### src/rtl/core/ctmf_pkg.sv
`timescale 1ns / 1ps

package ctmf_pkg;

	// block dimensions
	localparam int CHANNELS = 64;
	localparam int WINDOW   = 8;

	// field widths
	localparam int CH_W  = 6;
	localparam int SMP_W = 16;
	localparam int VAL_W = 13;

	// entries dropped at each end of the ranked window
	localparam int TRIM       = 2;
	localparam int MEAN_DIV   = WINDOW - 2 * TRIM;
	localparam int TEN_DIV    = 10;
	localparam int ROUND_BIAS = 5;

	// window store geometry
	localparam int DEPTH  = CHANNELS * WINDOW;
	localparam int AW     = $clog2(DEPTH);
	localparam int SLOT_W = $clog2(WINDOW);

	// window sum width, also the divider operand width
	localparam int SUM_W = SMP_W + $clog2(WINDOW);

	// reciprocal constants for the constant dividers
	localparam int REC_SHIFT = 24;
	localparam int REC_W     = REC_SHIFT + 1;
	localparam logic [REC_W-1:0] MEAN_REC = REC_W'((64'd1 << REC_SHIFT) / MEAN_DIV);
	localparam logic [REC_W-1:0] TEN_REC  = REC_W'((64'd1 << REC_SHIFT) / TEN_DIV);

	typedef enum logic {
		DIV_MEAN,
		DIV_TEN
	} div_sel_t;

	typedef struct packed {
		logic     start;
		div_sel_t sel;
	} div_req_t;

	typedef struct packed {
		logic clear;
		logic en;
	} rank_ctl_t;

endpackage

### src/rtl/core/ctmf_const_div.sv
`timescale 1ns / 1ps

module ctmf_const_div import ctmf_pkg::*; (
	input  logic             clk,
	input  logic             arst_n,
	input  div_req_t         req,
	input  logic [SUM_W-1:0] x,
	output logic             done,
	output logic [SUM_W-1:0] q
);

	localparam int PW = SUM_W + REC_W;

	logic             v_s1, v_s2, done_q;
	logic [SUM_W-1:0] x_s1, x_s2, q_q;
	div_sel_t         sel_s1, sel_s2;
	logic [PW-1:0]    prod_s2;
	logic [REC_W-1:0] rec;
	logic [SUM_W-1:0] q_est, d_x, qd, rem;

	// valid chain
	always_ff @(posedge clk or negedge arst_n) begin
		if (!arst_n) begin
			v_s1   <= 1'b0;
			v_s2   <= 1'b0;
			done_q <= 1'b0;
		end else begin
			v_s1   <= req.start;
			v_s2   <= v_s1;
			done_q <= v_s2;
		end
	end

	// operand capture
	always_ff @(posedge clk) begin
		if (req.start) begin
			x_s1   <= x;
			sel_s1 <= req.sel;
		end
	end

	assign rec = (sel_s1 == DIV_MEAN) ? MEAN_REC : TEN_REC;

	// reciprocal multiply
	always_ff @(posedge clk) begin
		if (v_s1) begin
			prod_s2 <= PW'(x_s1) * PW'(rec);
			x_s2    <= x_s1;
			sel_s2  <= sel_s1;
		end
	end

	// estimate is exact or one low, one compare fixes it
	assign q_est = SUM_W'(prod_s2 >> REC_SHIFT);
	assign d_x   = (sel_s2 == DIV_MEAN) ? SUM_W'(MEAN_DIV) : SUM_W'(TEN_DIV);
	assign qd    = q_est * d_x;
	assign rem   = x_s2 - qd;

	always_ff @(posedge clk) begin
		if (v_s2) begin
			q_q <= (rem >= d_x) ? q_est + SUM_W'(1) : q_est;
		end
	end

	assign done = done_q;
	assign q    = q_q;

endmodule

### config.mk
export PLATFORM = sky130hd
export DESIGN_NAME = ctmf_const_div
export DESIGN_NICKNAME = d
export VERILOG_FILES = /design/src/rtl/core/ctmf_pkg.sv /design/src/rtl/core/ctmf_const_div.sv
export SDC_FILE = /design/constraint.sdc
export NUM_CORES = 1
export LEC_CHECK = 0
export BUFFER_PORTS_ARGS = -buffer_cell sky130_fd_sc_hd__buf_2
export CORE_MARGIN = 5
export CORE_UTILIZATION = 65
export CTS_CLUSTER_SIZE = 10
export DETAILED_ROUTE_END_ITERATION = 12
export PLACE_DENSITY = 0.83
export SYNTH_ARGS = -nofsm -noshare
export SYNTH_HDL_FRONTEND = slang
export SYNTH_SLANG_ARGS = --single-unit
### constraint.sdc
create_clock -name clk -period 7 [get_ports clk]
set_input_delay 0.7 -clock clk [delete_from_list [all_inputs] [get_ports clk]]
set_output_delay 0.7 -clock clk [all_outputs]
set_load 0.005 [all_outputs]
==> summary.txt <==
Outcome
  – Outcome: complete, no violations

Placement
  – Placed Cells: between 1000 and 1500
  – Placer Congestion: just over 0.9
  – Dpl hpwl: 20700 um
  – Pre-CTS setup slack: between 0.08 and 0.09 ns
  – I/O Buffers: 42

Synthesis
  – #FFs+latches synth: 80
  – Cell with the most instances after synthesis: inv_1
  – Post-synthesis async set-or-reset flop share: 0.0375
  – Gate Count Post-Synth: between 1000 and 1500
  – Synth area leader: ha_1
  – Top FF cell, synth: edfxtp_1
  – Yosys top cell area share: 0.238
  – Count of different cell masters after synthesis: 63
  – YS warnings: 0
  – Synth top area cells: ha_1 (24%), fa_1 (22%), edfxtp_1 (21%)
  – Number of synthesized flops with an enable pin: 77
  – Post-synth top cells: inv_1 (300), ha_1 (212), fa_1 (123)
  – Synth Cell Area: roughly 11000 um2
  – Seq/Total Area, Yosys: 0.214
  – Mean Syn Cell Area: slightly above 10 um2

STA
  – Setup TNS: 0 ns
  – Hold Violations, Final: 0
  – Final-report setup violation count: 0
  – Final min period: around 6.7 ns
  – Skew final: just under 0.008 ns
  – Slew Limit Fails: 0
  – Post-route setup slack: slightly above 0.3 ns
  – Period utilisation layout: 0.957
  – Rel. slew slack: 0.238
  – Slew @ Worst Pin: approximately 1.1 ns
  – Max Fclk: approximately 0.15 GHz
  – RSZ-0062 raised after global routing: false

CTS
  – CTS Buffer Depth: 2
  – H-Tree Depth: 3
  – Clk sinks: 80
  – Clock slew at reported path FFs: around 0.07 ns
  – Clock latency at the later pin of the worst-skew pair: about 0.34 ns
  – CTS tree: done
  – Number of setup buffers added after CTS: 0
  – Root buf cell: clkbuf_16
  – Cts bufs inserted: 9

Routing
  – Wire length per cell: roughly 18 um
  – Routed Antenna Nets: 0
  – First-pass iteration count of the detailed router: 5
  – Initial DRC count: 446
  – DRC Markers: 0
  – DR vias: 7783
  – Detailed Route WL: roughly 25000 um
  – Via-to-Cell Ratio: 5.61

GRT
  – Largest net degree at the start of global routing: 44
  – Gr ovfl total: 0
  – Antenna violations before repair: 0
  – Global-route wire length before repair: between 40000 and 50000 um
  – Overall routing resource usage: 0.258
  – Number of global-route vias before repair: 8217

Setup path
  – Crit Path Category: reg -> reg
  – Max incr delay on CP: between 0.6 and 0.7 ns
  – Crit Path Max Fanout: 43
  – Worst EP required: roughly 7.1 ns
  – Worst Path Buf+Inv: 4
  – R2R depth: 21
  – Worst setup SP type: flop
  – CP arrival: 6.78 ns
  – CP Cell Sequence: buf_12 > and2_1 > ha_1 > fa_1 > inv_1 > fa_1 > inv_1 > fa_2 > fa_1 > fa_1 > inv_1 > ha_1 > nand3_1 > or3_1 > or4_1 > o22ai_2 > o211ai_1 > a21boi_2 > o21a_1 > nor2_1 > xnor2_1
  – CP top delay family: adder cells
  – Worst reg2reg startpoint: sel_s1
  – Crit-path most repeated cell: fa_1
  – Setup crit end kind: flop
  – Slowest cell on crit path: fa_2
  – R2R Path End: prod_s2[40]
  – R2R setup slack: 0.30 ns

Finish
  – Layout cell share with drive strength beyond 1: 0.0800
  – Filler-free cell count of the finished design: 1387
  – Area Overhead vs Synth: 7.71%
  – Antenna diodes: 0
  – Final net count: 1515
  – # fillers: roughly 1200

Worst hold path
  – Worst min path class: in -> async

Floorplan
  – Rows: 48
  – Initial Util: 0.654
  – Ports: 43
  – Die H: between 100 and 150 um
  – Core area: between 15000 and 20000 um2
  – Die W: between 100 and 150 um
  – Die area: slightly below 20000 um2

Job
  – Max Cap Viol: 0
==> cell type report <==
cell class	count	area [um2]	area share
Multi-Input combinational cell	720	7630	0.635
Sequential cell	80	2390	0.199
Inverter	300	1130	0.0937
Timing Repair Buffer	46	253	0.0210
Tap cell	225	282	0.0234
Clock inverter	7	108	0.00896
Clock buffer	9	225	0.0187
==> placed cells by master, fill, tap and decap left out, types with 6 or more instances in the layout <==
master     Yosys  final
a21o_1        15     15
a21oi_1       32     32
and2_1        16     16
buf_2          0     42
clkbuf_16      0      9
edfxtp_1      77     77
fa_1         123    121
ha_1         212    211
inv_1        300    300
nand2_1       43     43
nand3_1        9      9
nand4_1        8      8
nor2_1        23     23
nor2b_1       25     25
nor3_1        13     13
nor4_1         7      7
o211ai_1       6      6
o21a_1        10     10
o21ai_0       33     33
xnor2_1       33     33
xor2_1        14     14
==> routing by layer <==
metal / up-vias / wire length (um) / GRT usage
met5: - / 0 / 0
met4: 0 / 1210 / 0.117
met3: 66 / 946 / 0.0220
met2: 212 / 12900 / 0.466
met1: 3789 / 9570 / 0.312
li1: 3716 / - / -
==> through the flow <==
step	hold WS [ns]	utilization	cell area, um2
floorplan	0.404	-	11200
global placement	0.448	0.683	11600
detailed placement	0.461	0.683	11600
CTS	0.138	0.702	12000
global route	0.137	0.704	12000
finish	0.142	0.704	12000
==> what timing repair did <==
action / 4_1_cts / 5_1_grt
hold buffers: 0 / 0
resized for setup: 0 / 8
setup endpoints to repair: 0 / 4
==> worst max path at each step <==
stage	from	endpoint	slack (ns)	cells past startpoint
after floorplan	sel_s1	prod_s2[40]	0.59	21
after global placement	sel_s1	prod_s2[40]	0.27	21
after detailed placement	sel_s1	prod_s2[40]	0.09	21
after CTS	sel_s1	prod_s2[40]	0.03	21
after global routing	sel_s1	prod_s2[40]	0.01	21
final	sel_s1	prod_s2[40]	0.30	21
==> logic make-up (layout without fill, tap and decap cells) <==
group	count (synthesis)	in the layout	share of synthesized area
AOI/OAI and AO/OA	142	142	0.0844
xor gates and xnor gates	47	47	0.0369
adders and majority gates	335	335	0.459
buffers and inverters	311	362	0.105
DFF	80	80	0.214
muxes	8	8	0.00819
other	1	3	0.000336
and+or+nand+nor	185	185	0.0923
==> sequential cells by signal, summed over array words and instances, names as in the netlist <==
name / cells
sel_s1: 1
sel_s2: 1
v_s2: 1
done: 1
x_s1: 19
v_s1: 1
x_s2: 19
prod_s2: 18
q: 19
Power is not shown: default switching activity piles up to over one toggle a cycle in this logic, so the estimate is an artifact.
