==> config.mk <==
export PLATFORM = sky130hd
export DESIGN_NAME = ctmf_rank
export DESIGN_NICKNAME = d
export VERILOG_FILES = /design/src/rtl/core/ctmf_pkg.sv /design/src/rtl/core/ctmf_rank.sv
export SDC_FILE = /design/constraint.sdc
export NUM_CORES = 1
export LEC_CHECK = 0
export BUFFER_PORTS_ARGS = -buffer_cell sky130_fd_sc_hd__buf_2
export CORE_UTILIZATION = 59
export CTS_BUF_LIST = sky130_fd_sc_hd__clkbuf_8
export DETAILED_ROUTE_END_ITERATION = 10
export PLACE_DENSITY = 0.87
export SLEW_MARGIN = 20
export SYNTH_ARGS = -nofsm -noshare
export SYNTH_HDL_FRONTEND = slang
export SYNTH_SLANG_ARGS = --single-unit
==> constraint.sdc <==
create_clock -name clk -period 4.5 [get_ports clk]
set_input_delay 0.45 -clock clk [delete_from_list [all_inputs] [get_ports clk]]
set_output_delay 0.45 -clock clk [all_outputs]
set_load 0.005 [all_outputs]
==> src/rtl/core/ctmf_pkg.sv <==
`timescale 1ns / 1ps

package ctmf_pkg;

	// block dimensions
	localparam int CHANNELS = 64;
	localparam int WINDOW   = 8;

	// field widths
	localparam int CH_W  = 6;
	localparam int SMP_W = 16;
	localparam int VAL_W = 13;

	// entries dropped at each end of the ranked window
	localparam int TRIM       = 2;
	localparam int MEAN_DIV   = WINDOW - 2 * TRIM;
	localparam int TEN_DIV    = 10;
	localparam int ROUND_BIAS = 5;

	// window store geometry
	localparam int DEPTH  = CHANNELS * WINDOW;
	localparam int AW     = $clog2(DEPTH);
	localparam int SLOT_W = $clog2(WINDOW);

	// window sum width, also the divider operand width
	localparam int SUM_W = SMP_W + $clog2(WINDOW);

	// reciprocal constants for the constant dividers
	localparam int REC_SHIFT = 24;
	localparam int REC_W     = REC_SHIFT + 1;
	localparam logic [REC_W-1:0] MEAN_REC = REC_W'((64'd1 << REC_SHIFT) / MEAN_DIV);
	localparam logic [REC_W-1:0] TEN_REC  = REC_W'((64'd1 << REC_SHIFT) / TEN_DIV);

	typedef enum logic {
		DIV_MEAN,
		DIV_TEN
	} div_sel_t;

	typedef struct packed {
		logic     start;
		div_sel_t sel;
	} div_req_t;

	typedef struct packed {
		logic clear;
		logic en;
	} rank_ctl_t;

endpackage

==> src/rtl/core/ctmf_rank.sv <==
`timescale 1ns / 1ps

module ctmf_rank import ctmf_pkg::*; (
	input  logic             clk,
	input  rank_ctl_t        ctl,
	input  logic [SMP_W-1:0] data,
	output logic [SUM_W-1:0] trimmed
);

	// two lowest (lo1 <= lo2), two highest (hi1 >= hi2) and the running sum
	logic [SMP_W-1:0] lo1_q, lo2_q, hi1_q, hi2_q;
	logic [SUM_W-1:0] sum_q;

	always_ff @(posedge clk) begin
		if (ctl.clear) begin
			lo1_q <= '1;
			lo2_q <= '1;
			hi1_q <= '0;
			hi2_q <= '0;
			sum_q <= '0;
		end else if (ctl.en) begin
			sum_q <= sum_q + SUM_W'(data);
			if (data < lo1_q) begin
				lo2_q <= lo1_q;
				lo1_q <= data;
			end else if (data < lo2_q) begin
				lo2_q <= data;
			end
			if (data > hi1_q) begin
				hi2_q <= hi1_q;
				hi1_q <= data;
			end else if (data > hi2_q) begin
				hi2_q <= data;
			end
		end
	end

	// sum of the middle entries of the ranked window
	assign trimmed = sum_q - SUM_W'(lo1_q) - SUM_W'(lo2_q) - SUM_W'(hi1_q) - SUM_W'(hi2_q);

endmodule

==> out/metrics.csv, run 1 <==
metric,value,unit
crit path launch type,flip-flop,
placed cell area,0.00828,mm^2
Yosys warnings,0,
"Hold Vio Cnt, Final",0,
most frequent cell on the critical path,fa_1,
syn_area_per_cell,8.17,um^2
cts hold-fix bufs,0,
wl on met1,8580,um
root buffer cell,clkbuf_8,
Non-Filler Instances,1182,
maximum vdd ir drop,0.395,mV
P_int,3.20,mW
"count leader, synth",inv_1,
"top cells by area, synth","dfxtp_1 (21%), ha_1 (15%), fa_1 (13%)",
DIE WIDTH,118,um
max_cap viols,0,
Mapped Cells,971,
total CTS buffers,9,
DP Cell Count,1156,
min cycle time layout,4.73,ns
share of layout cells above drive strength 1,12.4,%
clock-pin slew on the worst setup and hold paths,0.09,ns
Antenna diodes,0,
Critical Path RT,4.05,ns
Layout area overhead,9.44,%
core area,0.0129,mm^2
All-Layer GR Usage,27.8,%
RSZ-0062 raised after global routing,true,
status,finished with violations,
Pleak,4.19,nW
final core utilization,67.4,%
router iterations before antenna repair,5,
max layer used,met4,
Crit-path slowest cell,fa_1,
Sw Share,44.8,%
Yosys cell types,64,
worst min path class,in -> reg,
"Data arrival, critical path",4.28,ns
total power,5.79,mW
io pins,38,
Synth Cell Area,0.00793,mm^2
Post-synth ARST share,0,%
gr ovfl total,0,
max-slew violations,0,
Die ar.,0.0139,mm^2
met2 WL,8740,um
largest net degree at the start of global routing,81,
Flop pwr share,15.6,%
"Buf+Inv Stages, Crit Path",5,
cells along the critical path,inv_2 > fa_1 > inv_1 > fa_1 > fa_1 > inv_2 > ha_4 > or2_4 > fa_2 > a21oi_4 > o21ai_2 > a21oi_2 > buf_4 > o21bai_1 > a21oi_1 > xnor2_1 > buf_2,
Synth Net Count,1138,
first-pass GRT wire length,31600,um
failing checks,negative setup slack,
Fmax,0.212,GHz
CTS tree,built,
CP max stage delay,0.55,ns
post-route ant nets,0,
Post-synth EDFFs,0,
Pwr per Cell Area,667,mW/mm^2
routed length per instance,15.9,um
sequential fraction of the synthesis area,21.0,%
net switching power,2.60,mW
clock share of power,8.7,%
setup TNS,-1.01,ns
CTS Buffer Depth,2,
# setup viols final,9,
Rel. slew slack,26.2,%
vias per cell,5.88,
"worst slack, placed",-0.277,ns
"Clk Latency, worst-skew pair",0.37,ns
Min Hold Slack,0.404,ns
Detailed Route Iter0 Violations,382,
row cnt,41,
DRC Markers,0,
DIE HEIGHT,118,um
Num Clock Sinks,83,
initial antenna violation count,0,
Final Net Count,1172,
Fin Clk Skew,0.0102,ns
area share of the largest cell type after synthesis,21.0,%
CP top delay family,adder cells,
Port Buffers,37,
number of global-route vias before repair,6774,
metal3 WL,989,um
htree depth,3,
worst-margin pin slew,1.10,ns
CP Capture Type,primary output,
Final Cell Area,0.00868,mm^2
Seq cells post-synth,83,
Comb pwr share,75.7,%
critical path type,reg -> out,
worst setup margin,-0.227,ns
vias,6952,
Tcrit/Tclk final,105,%
dominant synthesized flop cell,dfxtp_1,
dpl hpwl,14300,um
Starting Density,61.6,%
"Max FO, Critical Path",2,
final wirelength,18800,um
routability congestion estimate,0.897,
Synth top cells by count,"inv_1 (167), ha_1 (98), a21oi_1 (96)",
Yosys top cell by area,dfxtp_1,
[final cells by class]
| class | instances | area [um^2] |
|---|---|---|
| Clock buffer | 11 | 151 |
| Clock inverter | 5 | 21.3 |
| Fill cell | 1027 | 4200 |
| Inverter | 167 | 627 |
| Multi-Input combinational cell | 680 | 5590 |
| Sequential cell | 83 | 1680 |
| Tap cell | 172 | 215 |
| Timing Repair Buffer | 64 | 394 |
[what timing repair did]
action,in CTS,in global routing
pin swaps,19,22
endpoints found under the setup margin,12,13
buffers inserted,4,7
resized for setup,22,22
[state kept, by name, summed over array words and instances, names as in the netlist]
signal	count
lo2_q	16
hi1_q	16
hi2_q	16
lo1_q	16
sum_q	19
[path summary, 6_finish.rpt]
kind	startpoint	to	slack, ns	cells after the start
setup / recovery	lo2_q[0]	trimmed[12]	-0.23	17
hold / removal	data[0]	hi1_q[0]	0.40	3
setup reg to reg	hi1_q[14]	hi1_q[2]	1.39	9
hold reg to reg	lo1_q[11]	lo1_q[11]	0.47	1
[layout by cell type (no fill, tap or decap), types with 4 or more instances in the layout]
cell type and count:
xor2_1 9, xnor2_1 12, o21ai_0 38, buf_2 36, nand4_1 7, ha_1 91
o311ai_0 4, ha_4 4, a21boi_0 16, nor4_1 4, inv_2 5, nand2_1 50
dfxtp_2 12, a211o_1 20, and4_1 4, a21o_1 16, a211oi_1 23, o21a_1 6
nand2b_1 8, a21oi_1 92, nor2_1 78, a31oi_1 18, nor2b_1 7, inv_1 165
clkbuf_8 11, fa_1 47, nor3_1 21, nand3_1 13, o21bai_1 4, buf_4 27
dfxtp_1 71, mux2i_1 23
[power by group through the flow]
| stage | clock, mW | combinational (mW) | sequential [mW] |
|---|---|---|---|
| final | 0.504 | 4.39 | 0.901 |
| after global routing | 0.535 | 4.88 | 0.915 |
| after CTS | 0.510 | 4.16 | 0.898 |
| after detailed placement | 0 | 3.87 | 0.913 |
| after global placement | 0 | 3.76 | 0.907 |
| after floorplan | 0 | 2.65 | 0.898 |
[per-layer routing]
layer	up-vias	track usage [%]
li1	3407	-
met1	3277	37.0
met2	220	46.0
met3	48	3.25
met4	0	10.8
met5	-	0
[worst reg2reg max path, stage by stage, from the launching register on]
cell      delay, ns
dfxtp_1        0.33
inv_1          0.07
ha_1           0.32
nand4_1        0.29
a211oi_1       0.49
nor4b_4        0.11
buf_4          0.26
nor2_1         0.88
nand2_1        0.13
a21oi_1        0.16
[logic make-up after synthesis]
kind of cell    after synthesis  share of synthesized area [%]
compound gates              273                           22.2
fa+ha+maj                   148                           28.1
mux                          23                           2.90
flops                        83                           21.0
xor+xnor                     22                           2.43
simple gates                214                           13.1
buf+inv                     208                           10.3
No activity file was read; power rests on OpenSTA's default activity.
==> run 2: changes to the inputs <==
--- a/config.mk
+++ b/config.mk
@@ -6,10 +6,13 @@
 export NUM_CORES = 1
 export LEC_CHECK = 0
 export BUFFER_PORTS_ARGS = -buffer_cell sky130_fd_sc_hd__buf_2
-export CORE_UTILIZATION = 59
+export CELL_PAD_IN_SITES_DETAIL_PLACEMENT = 2
+export CELL_PAD_IN_SITES_GLOBAL_PLACEMENT = 2
+export CORE_UTILIZATION = 36
 export CTS_BUF_LIST = sky130_fd_sc_hd__clkbuf_8
 export DETAILED_ROUTE_END_ITERATION = 10
 export PLACE_DENSITY = 0.87
+export SKIP_CTS_REPAIR_TIMING = 1
 export SLEW_MARGIN = 20
 export SYNTH_ARGS = -nofsm -noshare
 export SYNTH_HDL_FRONTEND = slang
==> run 2 against run 1 <==
  * The run still ends with negative setup slack left
  * Global-route usage is 4.0 points lower
  * Worst hold slack worse by 0.055 ns
  * Register-to-register slack worse by 0.08 ns
  * Fmax is 3.5% lower
  * Clock skew is 0.0037 ns higher
  * Via count is 1.8% higher
  * Clock-buffer cell count is 1 lower
  * Routed wire length is 36% higher
  * Die area is 63% higher
  * Non-clock buffer count stayed put
  * Flip-flop and latch count stayed put
==> out/metrics.csv, run 2 (synthesis results as in run 1) <==
metric,value,unit
Layout area overhead,11.6,%
"Buf+Inv Stages, Crit Path",5,
Antenna diodes,0,
Flop pwr share,14.7,%
max reg flops,19,
"Clk Latency, worst-skew pair",0.39,ns
"worst slack, placed",-0.348,ns
router iterations before antenna repair,4,
"most common cell after layout, fill and taps aside",inv_1,
vias per cell,5.51,
routed length per instance,19.9,um
Comb pwr share,76.5,%
critical path type,reg -> out,
most frequent cells in the layout,"inv_1 (160), ha_1 (93), a21oi_1 (91)",
maximum vdd ir drop,0.330,mV
htree depth,3,
net switching power,2.90,mW
Rel. slew slack,32.3,%
All-Layer GR Usage,23.8,%
"Data arrival, critical path",4.45,ns
placed cell area,0.00842,mm^2
# setup viols final,13,
Die ar.,0.0226,mm^2
largest net degree at the start of global routing,89,
dpl hpwl,20100,um
initial antenna violation count,0,
cells along the critical path,inv_2 > fa_1 > inv_2 > fa_1 > fa_1 > inv_2 > ha_2 > or2_4 > fa_2 > a21oi_4 > o21ai_2 > a21oi_2 > buf_4 > o21bai_1 > a21oi_1 > xnor2_1 > buf_2,
clock-pin slew on the worst setup and hold paths,0.10,ns
Crit-path slowest cell,fa_1,
CTS Buffer Depth,2,
Sw Share,47.1,%
clock share of power,8.7,%
Fin Clk Skew,0.0139,ns
Fmax,0.204,GHz
Critical Path RT,4.05,ns
DRC Markers,0,
"Hold Vio Cnt, Final",0,
gr ovfl total,0,
CP max stage delay,0.59,ns
CTS tree,built,
CP top delay family,adder cells,
root buffer cell,clkbuf_8,
row cnt,53,
Num Clock Sinks,83,
number of global-route vias before repair,7875,
Min Hold Slack,0.349,ns
crit path launch type,flip-flop,
final core utilization,41.6,%
P_int,3.26,mW
io pins,38,
Final Cell Area,0.00885,mm^2
failing checks,negative setup slack,
Final Net Count,1172,
DP Cell Count,1261,
max_cap viols,0,
first-pass GRT wire length,41600,um
Non-Filler Instances,1285,
share of layout cells above drive strength 1,13.3,%
worst min path class,in -> reg,
DIE HEIGHT,150,um
RSZ-0062 raised after global routing,true,
post-route ant nets,0,
DIE WIDTH,150,um
Starting Density,37.2,%
CP Capture Type,primary output,
core area,0.0213,mm^2
Pleak,4.19,nW
Tcrit/Tclk final,109,%
max-slew violations,0,
worst-margin pin slew,1.02,ns
Pwr per Cell Area,696,mW/mm^2
vias,7079,
Largest Register,sum_q,
final wirelength,25600,um
Detailed Route Iter0 Violations,237,
Port Buffers,37,
status,finished with violations,
"Max FO, Critical Path",2,
routability congestion estimate,0.832,
min cycle time layout,4.90,ns
worst setup margin,-0.399,ns
total CTS buffers,9,
## run 2: changes by cell type in the layout (fill, tap and decap cells not counted), moves of 2 or more
cell        previous run  this run
ha_1                  91        93
nor2_1                78        76
clkinvlp_4             0         3
nor2_2                 0         2
nand3_2                1         3
inv_1                165       160
dfxtp_2               12         8
ha_4                   4         2
nand3_1               13        11
dfxtp_1               71        75
inv_2                  5         7
## run 2: power by group through the flow
stage | registers, mW | logic, mW | clock network [mW]
floorplan | 0.898 | 2.65 | 0
global placement | 0.908 | 3.91 | 0
detailed placement | 0.921 | 4.13 | 0
CTS | 0.905 | 4.16 | 0.546
global route | 0.920 | 5.29 | 0.571
finish | 0.907 | 4.71 | 0.538
## run 2: stage by stage
step | power, mW | setup TNS (ns)
2_1_floorplan | 3.55 | 0
3_3_place_gp | 4.82 | -0.825
3_5_place_dp | 5.05 | -1.47
4_1_cts | 5.61 | -5.83
5_1_grt | 6.78 | -5.85
6_report | 6.16 | -3.20
## run 2: layer usage
layer  vias to the layer above  share of wire [%]  global-route usage [%]
li1                       3394                  -                       -
met1                      3591                 47                    30.6
met2                        67                 50                    42.0
met5                         -                  0                       0
met4                         0                1.7                    6.77
met3                        27                1.6                    2.30
## run 2: final cells by class
cell class                      instances  area (um^2)
Fill cell                            2419        12400
Multi-Input combinational cell        680         5640
Sequential cell                        83         1670
Inverter                              167          627
Timing Repair Buffer                   64          390
Tap cell                              275          344
Clock buffer                           10          138
Clock inverter                          6         41.3
## run 2: worst paths after layout
| kind | end | start | depth (start not counted) | slack, ns |
|---|---|---|---|---|
| min | hi1_q[0] | data[0] | 3 | 0.35 |
| max | trimmed[12] | lo2_q[0] | 17 | -0.40 |
| max reg2reg | lo2_q[0] | lo1_q[11] | 10 | 1.31 |
| min reg2reg | hi1_q[10] | hi1_q[10] | 2 | 0.49 |
## run 2: tightest hold or removal path: stages
cell and delay, ns:
buf_2 0.14, nand2_1 0.07, a21oi_1 0.05
